[src/rtl/vld_pkg.sv]
package vld_pkg;

  typedef logic [6:0] cursor_t;
  typedef logic [2:0] align_t;
  typedef logic [7:0] offset_t;

  localparam offset_t ABSENT_OFFSET = 8'hff;
  localparam logic [2:0] COLOR_FULL = 3'd7;

  localparam logic [1:0] SCALAR_BYTE  = 2'd1;
  localparam logic [1:0] SCALAR_HALF  = 2'd2;
  localparam logic [1:0] SCALAR_FLOAT = 2'd3;

  // fields that pass through the pipe untouched
  typedef struct packed {
    logic [3:0] wgt_num;
    logic [3:0] morph_num;
    logic       through_mode;
    logic [1:0] index_code;
  } misc_t;

  // bytes per scalar for a component code, 0 when absent
  function automatic align_t scalar_bytes(input logic [1:0] code);
    align_t r;
    case (code)
      SCALAR_BYTE:  r = 3'd1;
      SCALAR_HALF:  r = 3'd2;
      SCALAR_FLOAT: r = 3'd4;
      default:      r = 3'd0;
    endcase
    return r;
  endfunction

  // round a byte cursor up to an alignment of 1, 2 or 4
  function automatic cursor_t round_up(input cursor_t v, input align_t a);
    cursor_t r;
    case (a)
      3'd2:    r = (v + 7'd1) & 7'h7e;
      3'd4:    r = (v + 7'd3) & 7'h7c;
      default: r = v;
    endcase
    return r;
  endfunction

endpackage

[src/rtl/vertex_layout_decode_unit.sv]
// Vertex layout decoder.
// Input channel: vertex_type with in_valid / in_stall; a transfer happens at a
// clock edge where in_valid is high and in_stall is low.
// Output channel: the five component byte offsets (255 when absent), stride,
// wgt_num, morph_num, through_mode, index_code and drawable, with
// out_valid / out_stall.
// Three register stages, stage 1, stage 2 and the output register, lie between
// the input transfer and out_valid; one vertex type is taken every cycle
// while in_stall is low. The stages place weights and texture, then color and
// normal, then position and the padded stride.
// Each stage moves on when the stage after it is empty or moving, so a stall
// at the output fills the empty stages first and in_stall only rises once
// all three stages hold items. Held results do not change under stall.
// A vertex type with no position gives drawable 0, all offsets 255 and
// stride 0.
// Reset (rst, synchronous) empties all stages; out_valid is low after it.
module vertex_layout_decode_unit (
  input  logic             clk,
  input  logic             rst,
  input  logic             in_valid,
  output logic             in_stall,
  input  logic [23:0]      vertex_type,
  output logic             out_valid,
  input  logic             out_stall,
  output vld_pkg::offset_t wgt_ofs,
  output vld_pkg::offset_t tex_ofs,
  output vld_pkg::offset_t col_ofs,
  output vld_pkg::offset_t nrm_ofs,
  output vld_pkg::offset_t pos_ofs,
  output logic [6:0]       stride,
  output logic [3:0]       wgt_num,
  output logic [3:0]       morph_num,
  output logic             through_mode,
  output logic [1:0]       index_code,
  output logic             drawable
);
  import vld_pkg::*;

  // stage registers
  logic    s1_valid;
  logic    s2_valid;
  offset_t s1_w_off, s1_t_off;
  cursor_t s1_cursor;
  align_t  s1_widest;
  logic [2:0] s1_col;
  logic [1:0] s1_nrm, s1_pos;
  misc_t   s1_misc;
  offset_t s2_w_off, s2_t_off, s2_c_off, s2_n_off;
  cursor_t s2_cursor;
  align_t  s2_widest;
  logic [1:0] s2_pos;
  misc_t   s2_misc;

  // advance enables
  logic adv1, adv2, adv3;
  assign adv3     = !out_valid || !out_stall;
  assign adv2     = !s2_valid || adv3;
  assign adv1     = !s1_valid || adv2;
  assign in_stall = !adv1;

  // stage 1 logic: weights then texture
  align_t  w_sc, t_sc, s1_widest_next;
  cursor_t w_size, t_start, s1_cursor_next;
  offset_t s1_w_off_next, s1_t_off_next;
  misc_t   s1_misc_next;
  always_comb begin
    s1_misc_next.wgt_num      = {1'b0, vertex_type[16:14]} + 4'd1;
    s1_misc_next.morph_num    = {1'b0, vertex_type[20:18]} + 4'd1;
    s1_misc_next.through_mode = vertex_type[23];
    s1_misc_next.index_code   = vertex_type[12:11];
    w_sc   = scalar_bytes(vertex_type[10:9]);
    t_sc   = scalar_bytes(vertex_type[1:0]);
    w_size = 7'(w_sc) * 7'(s1_misc_next.wgt_num);
    s1_widest_next = 3'd1;
    s1_w_off_next  = ABSENT_OFFSET;
    if (w_sc != 3'd0) begin
      s1_w_off_next = 8'd0;
      if (w_sc > s1_widest_next) s1_widest_next = w_sc;
    end
    t_start        = round_up(w_size, t_sc);
    s1_t_off_next  = ABSENT_OFFSET;
    s1_cursor_next = w_size;
    if (t_sc != 3'd0) begin
      s1_t_off_next  = {1'b0, t_start};
      s1_cursor_next = t_start + {3'd0, t_sc, 1'b0};
      if (t_sc > s1_widest_next) s1_widest_next = t_sc;
    end
  end

  // stage 2 logic: color then normal
  align_t  c_sz, n_sc, s2_widest_next;
  cursor_t c_start, c_end, n_start, s2_cursor_next;
  offset_t s2_c_off_next, s2_n_off_next;
  always_comb begin
    if (s1_col == COLOR_FULL) c_sz = 3'd4;
    else if (s1_col[2])       c_sz = 3'd2;
    else                      c_sz = 3'd0;
    n_sc           = scalar_bytes(s1_nrm);
    s2_widest_next = s1_widest;
    c_start        = round_up(s1_cursor, c_sz);
    s2_c_off_next  = ABSENT_OFFSET;
    c_end          = s1_cursor;
    if (c_sz != 3'd0) begin
      s2_c_off_next = {1'b0, c_start};
      c_end         = c_start + 7'(c_sz);
      if (c_sz > s2_widest_next) s2_widest_next = c_sz;
    end
    n_start        = round_up(c_end, n_sc);
    s2_n_off_next  = ABSENT_OFFSET;
    s2_cursor_next = c_end;
    if (n_sc != 3'd0) begin
      s2_n_off_next  = {1'b0, n_start};
      s2_cursor_next = n_start + {3'd0, n_sc, 1'b0} + 7'(n_sc);
      if (n_sc > s2_widest_next) s2_widest_next = n_sc;
    end
  end

  // stage 3 logic: position and padded stride
  align_t  p_sc, widest3;
  cursor_t p_start, p_end;
  always_comb begin
    p_sc    = scalar_bytes(s2_pos);
    widest3 = (p_sc > s2_widest) ? p_sc : s2_widest;
    p_start = round_up(s2_cursor, p_sc);
    p_end   = p_start + {3'd0, p_sc, 1'b0} + 7'(p_sc);
  end

  // valid bits
  always_ff @(posedge clk) begin
    if (rst) begin
      s1_valid  <= 1'b0;
      s2_valid  <= 1'b0;
      out_valid <= 1'b0;
    end else begin
      if (adv1) s1_valid  <= in_valid;
      if (adv2) s2_valid  <= s1_valid;
      if (adv3) out_valid <= s2_valid;
    end
  end

  // stage 1 payload
  always_ff @(posedge clk) begin
    if (adv1) begin
      s1_w_off  <= s1_w_off_next;
      s1_t_off  <= s1_t_off_next;
      s1_cursor <= s1_cursor_next;
      s1_widest <= s1_widest_next;
      s1_col    <= vertex_type[4:2];
      s1_nrm    <= vertex_type[6:5];
      s1_pos    <= vertex_type[8:7];
      s1_misc   <= s1_misc_next;
    end
  end

  // stage 2 payload
  always_ff @(posedge clk) begin
    if (adv2) begin
      s2_w_off  <= s1_w_off;
      s2_t_off  <= s1_t_off;
      s2_c_off  <= s2_c_off_next;
      s2_n_off  <= s2_n_off_next;
      s2_cursor <= s2_cursor_next;
      s2_widest <= s2_widest_next;
      s2_pos    <= s1_pos;
      s2_misc   <= s1_misc;
    end
  end

  // output register, blanked layout when there is no position
  always_ff @(posedge clk) begin
    if (adv3) begin
      wgt_num      <= s2_misc.wgt_num;
      morph_num    <= s2_misc.morph_num;
      through_mode <= s2_misc.through_mode;
      index_code   <= s2_misc.index_code;
      if (p_sc != 3'd0) begin
        wgt_ofs  <= s2_w_off;
        tex_ofs  <= s2_t_off;
        col_ofs  <= s2_c_off;
        nrm_ofs  <= s2_n_off;
        pos_ofs  <= {1'b0, p_start};
        stride   <= round_up(p_end, widest3);
        drawable <= 1'b1;
      end else begin
        wgt_ofs  <= ABSENT_OFFSET;
        tex_ofs  <= ABSENT_OFFSET;
        col_ofs  <= ABSENT_OFFSET;
        nrm_ofs  <= ABSENT_OFFSET;
        pos_ofs  <= ABSENT_OFFSET;
        stride   <= 7'd0;
        drawable <= 1'b0;
      end
    end
  end

endmodule

[config.mk]
export PLATFORM = sky130hd
export DESIGN_NAME = vertex_layout_decode_unit
export DESIGN_NICKNAME = d
export VERILOG_FILES = /design/src/rtl/vld_pkg.sv /design/src/rtl/vertex_layout_decode_unit.sv
export SDC_FILE = /design/constraint.sdc
export NUM_CORES = 1
export LEC_CHECK = 0
export BUFFER_PORTS_ARGS = -buffer_cell sky130_fd_sc_hd__buf_2
export CAP_MARGIN = 20
export CELL_PAD_IN_SITES_DETAIL_PLACEMENT = 0
export CELL_PAD_IN_SITES_GLOBAL_PLACEMENT = 2
export CORE_UTILIZATION = 24
export DETAILED_ROUTE_END_ITERATION = 10
export GPL_TIMING_DRIVEN = 1
export PLACE_DENSITY = 0.59
export SLEW_MARGIN = 20
export SYNTH_ARGS = -nofsm -noshare
export SYNTH_HDL_FRONTEND = slang
export SYNTH_SLANG_ARGS = --single-unit
[constraint.sdc]
create_clock -name clk -period 4.53 [get_ports clk]
set_input_delay 0.453 -clock clk [delete_from_list [all_inputs] [get_ports clk]]
set_output_delay 0.453 -clock clk [all_outputs]
set_load 0.01 [all_outputs]
-- Word-level counts from Yosys, hierarchy flattened
Index checks and enable logic that the tools add are counted.
- bits in registers: 161
- output and inout port bits: 61
- add/subtract/negate cells: 18
- multiply operators: 1
- order comparisons: 5
- eq/ne operators: 23
- mux-type cells: 29
- reductions and logical operators: 13
- operators by type and width (operator ; number):
    7-bit one-hot mux with 2 select lines ; 5
    8-bit two-way mux ; 5
    3-bit one-hot mux with 3 select lines ; 4
    7-bit by 1-bit adder with 7-bit output (second input constant) ; 5
    7-bit by 2-bit adder with 7-bit output (second input constant) ; 5
    3-bit two-way mux ; 10
    7-bit by 3-bit adder with 7-bit output ; 3
    7-bit by 4-bit adder with 7-bit output ; 3
    7-bit two-way mux ; 3
    3-bit == test (second input constant) ; 6
    2-bit == test (second input constant) ; 8
    3-bit by 2-bit == test with 1-bit output (second input constant) ; 5
    3-bit nonzero test ; 5
    3-bit greater-than comparator ; 4
    3-bit by 1-bit adder with 4-bit output (second input constant) ; 2
    2-bit by 1-bit == test with 1-bit output (second input constant) ; 4
    3-bit by 4-bit multiplier with 7-bit output ; 1
    1-bit logical NOT ; 5
    3-bit by 1-bit greater-than comparator with 1-bit output (second input constant) ; 1
    1-bit logical OR ; 3
    2-bit two-way mux ; 1
    1-bit two-way mux ; 1

-- Longest topological paths before layout
- depth after elaboration: 11
- gate-level depth with buffers: 22
- mapped depth without buffers: 22

-- Least setup slack after synthesis
No wires, ideal clock.
- path kind: reg-to-reg
- from: reg s1_cursor[0]
- to: reg s2_cursor[6], data pin
- library setup time: 0.266 ns
- arrival: 4.651 ns
- required time: 4.264 ns
- slack: -0.387 ns
- cell stages (with the launch flop): 23
- cells stage by stage: edfxtp_1 > inv_1 > ha_1 > and3b_1 > or2_2 > nand2_1 > xnor2_1 > inv_1 > fa_1 > or3b_1 > o31a_2 > o311ai_1 > xor2_1 > nor2_1 > mux2i_1 > o221ai_1 > ha_1 > ha_1 > a21oi_1 > and2b_1 > o221ai_1 > xor2_1 > mux2i_1
- cells in the longest elaborated chain, start to end: 9
- ends and longest elaborated chain (what ; RTL line ; text):
    start: declaration ; vertex_layout_decode_unit.sv:43 ; cursor_t s1_cursor;
    start signal: assignment ; vertex_layout_decode_unit.sv:146 ; s1_cursor <= s1_cursor_next;
    7-bit by 2-bit adder with 7-bit output / 7-bit by 1-bit adder with 7-bit output (equally long branches) ; vld_pkg.sv:39, vld_pkg.sv:38 ;
    7-bit one-hot mux with 2 select lines (*) ; vld_pkg.sv:37 ; case (a)
    via c_start[2] ; vertex_layout_decode_unit.sv:92 ; cursor_t c_start, c_end, n_start, s2_cursor_next;
    7-bit by 3-bit adder with 7-bit output (*) ; vertex_layout_decode_unit.sv:105 ; c_end = c_start + 7'(c_sz);
    7-bit two-way mux (*) ; vertex_layout_decode_unit.sv:103 ; if (c_sz != 3'd0) begin
    7-bit by 2-bit adder with 7-bit output / 7-bit by 1-bit adder with 7-bit output (equally long branches) ; vld_pkg.sv:39, vld_pkg.sv:38 ;
    7-bit one-hot mux with 2 select lines (*) ; vld_pkg.sv:37 ;
    via n_start[3] ; vertex_layout_decode_unit.sv:92 ;
    7-bit by 4-bit adder with 7-bit output (*) ; vertex_layout_decode_unit.sv:113 ; s2_cursor_next = n_start + {3'd0, n_sc, 1'b0} + 7'(n_sc);
    7-bit by 3-bit adder with 7-bit output (*) ; vertex_layout_decode_unit.sv:113 ;
    7-bit two-way mux (*) ; vertex_layout_decode_unit.sv:111 ; if (n_sc != 3'd0) begin
    via s2_cursor_next[6] ; vertex_layout_decode_unit.sv:92 ;
    end signal: assignment ; vertex_layout_decode_unit.sv:162 ; s2_cursor <= s2_cursor_next;
    end: declaration ; vertex_layout_decode_unit.sv:49 ; cursor_t s2_cursor;
The timed path passes the listed nets; every way through them passes the cells marked *.
A chain may end at the register's enable or synchronous reset.

-- Final worst setup path
Same ends and word-level chain as after synthesis.

==> summary.md <==
### Status
- completed — result of the run

### Placement
- 12710 um — dpl hpwl
- 1127 — Placed Cells
- 0.7970 — final estimated routing congestion in global placement
- 84 — port bufs

### Power and ir drop
- 4066 uW — power after layout
- 0.004082 uW — Leakage
- 271.4 uV — peak ir drop on the vdd network
- 436.6 nW/um^2 — power density over cell area

### Setup path
- s2_cursor[6]$_DFFE_PP_ — end of the worst register-to-register path
- 4 — highest net fanout along the worst path
- 4.68 ns — required time at the endpoint of the critical path
- 22 — worst reg2reg path depth
- 4.60 ns — arrival time at the worst endpoint
- register — kind of start point of the critical path
- register to register — type of the worst setup path
- s1_cursor[0]$_DFFE_PN_ — worst reg2reg startpoint
- inv_2, ha_4, and3b_1, or2_4, nand2_4, xnor2_2, inv_1, fa_2, or3b_1, o31a_2, o311ai_4, xor2_2, nor2_2, mux2i_1, o221ai_2, ha_1, ha_4, a21oi_2, and2b_1, o221ai_2, xor2_1, mux2i_1 — cell chain of the critical path
- 0.08 ns — register-to-register path setup slack
- sky130_fd_sc_hd__edfxtp_1 — cell with the largest stage delay on the worst path
- register — endpoint class of the critical path
- 0.43 ns — Critical Path Max Stage Delay

### Clock network
- sky130_fd_sc_hd__clkbuf_16 — CTS Root Cell
- 2 — Bufs on Longest Clock Path
- 0.43 ns — clock insertion delay at the later pin of the skew report
- 17 — number of clock buffers inserted by TritonCTS
- 140 — clock net sink count
- 4 — depth of the CTS H-tree
- done — CTS tree
- 0.07 ns — Reg clk slew, reported paths

### Detailed routing
- 16550 um — Post-Route WL
- 4900 — via count
- 0 — antenna viol nets, final
- 4 — number of optimization iterations in the first detailed-route pass
- 14.22 um — average wire per cell in the routed design
- 0 — # DRC
- 169 — count of routing violations after the opening detailed-route iteration
- 4.210 — via/cell ratio

### Die
- 32470 sq um — area enclosed by the die boundary
- 89 — I/O pin count
- 64 — Row Count
- 180.2 um — Die X-Extent
- 0.2465 — starting density of the core
- 180.2 um — chip height
- 30910 sq um — area of the placeable core

### Final layout
- 0.3013 — Core Util, Final
- 1164 — count of placed standard cells in the final layout, fillers left out
- 0 — number of antenna repair diodes
- 850 — post-layout net count
- 0.2826 — ratio of cells with drive above 1 in the final layout
- 137 x sky130_fd_sc_hd__edfxtp_1, 84 x sky130_fd_sc_hd__buf_2, 56 x sky130_fd_sc_hd__ha_1 — leading cell types in the layout, fill and taps excluded
- sky130_fd_sc_hd__edfxtp_1 — most frequent standard cell in the layout excluding fill and tap cells
- 22.22% — synth-to-layout area growth
- 3202 — total of fill cells in the finished design

### Yosys
- 11.89 sq um — mean instance size in the synthesized netlist
- 140 — count of state elements after synthesis
- 641 — post-synthesis cell count
- 0 — Warnings, synthesis
- 0.5478 — sequential area share after synthesis
- 0 — FFs w/ async S/R, synth
- 67 — Cell variety after synth
- 137 — number of enable-type register cells in the synthesized netlist
- sky130_fd_sc_hd__edfxtp_1 — main flop type after synthesis
- 736 — net count after synthesis
- 7620 sq um — synthesized area

### GRT
- 0.1061 — overall global routing resource usage
- 49 — largest net degree at the start of global routing
- 26460 um — global-route wire length before repair
- 4881 — vias in the first global route
- 0 — initial antenna violation count
- 0 — overflow left after global routing

### STA
- 0.01442 ns — Clock Skews
- 0 — count of pins over their slew limit
- 0.9633 ns — transition time at the pin with the least slew margin
- 0 — count of endpoints failing setup in the final report
- 0.3555 — Max-slew headroom
- true — setup repair after global routing missed its margin
- 224.7 MHz — maximum achievable frequency
- 4.450 ns — shortest period the worst path allows
- 0 — endpoints failing hold
- 0.9823 — final worst-path cycle share

### Worst hold path
- s1_col[0]$_DFFE_PN_ — end of the worst hold path
- input port to register — type of the worst min-delay path
- vertex_type[2] — worst hold start
- 1 — worst hold path depth

### Run
- 0 — Max Cap Violations

## registers in the layout, indices dropped and copies added (netlist names), 4 cells and up
register	flops
nrm_ofs	8
col_ofs	8
s2_n_off	8
s1_misc	11
morph_num	4
s1_t_off	8
s2_cursor	7
pos_ofs	8
wgt_num	4
s1_cursor	7
tex_ofs	8
s2_c_off	8
s2_t_off	8
s2_misc	11
stride	7
## logic make-up after synthesis
logic type / Yosys count / share of synthesized area
compound gates: 114 / 0.09820
flops: 140 / 0.5478
fa+ha+maj: 68 / 0.1202
buf+inv: 79 / 0.04778
simple gates: 191 / 0.1259
mux: 18 / 0.02447
xor+xnor: 31 / 0.03563
## report_power, final
| group | internal (uW) | leakage, uW | switching [uW] |
|---|---|---|---|
| Clock | 777 | 0.000290 | 598 |
| Sequential | 1630 | 0.00151 | 77.5 |
| Combinational | 435 | 0.00228 | 545 |
| Total | 2850 | 0.00408 | 1220 |
## stage by stage
step / hold slack, ns / area [sq um] / setup TNS [ns] / setup WS [ns]
CTS: 0.1728 / 9243 / 0 / 0.01684
detailed placement: 0.4045 / 8652 / -0.01947 / -0.01947
finish: 0.1934 / 9313 / 0 / 0.08018
global route: 0.1740 / 9313 / -0.1806 / -0.1806
global placement: 0.4009 / 8652 / 0 / 0.05214
floorplan: 0.4003 / 7675 / 0 / 0.03407
## worst max-delay path, delay by kind of cell, from the launching register on
kind / cells / cell delay [ns]
and+or+nand+nor: 6 / 1.11
xor gates and xnor gates: 3 / 0.51
DFF: 1 / 0.43
buffers and inverters: 2 / 0.19
adders and majority gates: 4 / 1.04
muxes: 2 / 0.26
AOI/OAI and AO/OA: 5 / 0.62
## layer usage
layer	vias up	routed length (um)	global-route usage
li1	2510	-	-
met5	-	0	0
met3	19	408	0.02486
met2	63	8219	0.1842
met1	2308	7677	0.1276
met4	0	247	0.03795
## worst max-delay path by stage
| stage | from | slack (ns) | endpoint | cells past startpoint |
|---|---|---|---|---|
| 2_1_floorplan | s1_cursor[0]$_DFFE_PN_ | 0.03 | s2_cursor[6]$_DFFE_PP_ | 22 |
| 6_report | s1_cursor[0]$_DFFE_PN_ | 0.08 | s2_cursor[6]$_DFFE_PP_ | 22 |
| 5_1_grt | s1_cursor[0]$_DFFE_PN_ | -0.18 | s2_cursor[6]$_DFFE_PP_ | 22 |
| 3_5_place_dp | s1_cursor[0]$_DFFE_PN_ | -0.02 | s2_cursor[6]$_DFFE_PP_ | 22 |
| 3_3_place_gp | s1_cursor[0]$_DFFE_PN_ | 0.05 | s2_cursor[6]$_DFFE_PP_ | 22 |
| 4_1_cts | s1_cursor[0]$_DFFE_PN_ | 0.02 | s2_cursor[6]$_DFFE_PP_ | 22 |
## cell type report
class	count	area, sq um	share of cell area
Clock buffer	17	425.4	0.04568
Clock inverter	15	151.4	0.01626
Inverter	58	219.0	0.02351
Multi-Input combinational cell	422	3187	0.3422
Sequential cell	140	4174	0.4482
Tap cell	396	495.5	0.05320
Timing Repair Buffer	116	660.6	0.07094
## synthesized netlist by cell type, types with 2 or more instances
master,count,area [sq um]
sky130_fd_sc_hd__buf_6,2,22.52
sky130_fd_sc_hd__o221ai_1,2,17.52
sky130_fd_sc_hd__edfxtp_1,137,4114
sky130_fd_sc_hd__mux2i_1,13,130.1
sky130_fd_sc_hd__o21ai_0,22,110.1
sky130_fd_sc_hd__mux2_2,5,56.30
sky130_fd_sc_hd__nor4_1,2,12.51
sky130_fd_sc_hd__o21a_1,4,30.03
sky130_fd_sc_hd__nor2b_1,7,43.79
sky130_fd_sc_hd__a221o_2,2,22.52
sky130_fd_sc_hd__a21boi_0,2,15.01
sky130_fd_sc_hd__or2_2,35,219.0
sky130_fd_sc_hd__dfxtp_1,3,60.06
sky130_fd_sc_hd__clkbuf_8,2,27.53
sky130_fd_sc_hd__nand2_1,54,202.7
sky130_fd_sc_hd__clkbuf_1,7,26.28
sky130_fd_sc_hd__nand3_1,10,50.05
sky130_fd_sc_hd__fa_1,9,180.2
sky130_fd_sc_hd__ha_1,58,725.7
sky130_fd_sc_hd__a22oi_1,4,30.03
sky130_fd_sc_hd__nor3_1,5,25.02
sky130_fd_sc_hd__nor2_1,40,150.1
sky130_fd_sc_hd__a31oi_1,5,31.28
sky130_fd_sc_hd__xnor2_1,15,131.4
sky130_fd_sc_hd__xor2_1,16,140.1
sky130_fd_sc_hd__a211oi_1,4,30.03
sky130_fd_sc_hd__a21oi_1,33,165.2
sky130_fd_sc_hd__o31ai_1,2,15.01
sky130_fd_sc_hd__a21o_1,16,120.1
sky130_fd_sc_hd__nand4_1,3,18.77
sky130_fd_sc_hd__and2_1,7,43.79
sky130_fd_sc_hd__or4_1,2,15.01
sky130_fd_sc_hd__buf_4,8,60.06
sky130_fd_sc_hd__inv_1,58,217.7
sky130_fd_sc_hd__and3_1,4,25.02
sky130_fd_sc_hd__nand2b_1,11,68.82
sky130_fd_sc_hd__o2111ai_1,2,17.52
## timing repair
item                                    CTS  global route
buffers inserted                          1             4
gates resized for setup                   2             9
hold buffers                              0             0
endpoints found under the setup margin    1             3
pin swaps                                 2             2
(Power assumes the default switching activity.)
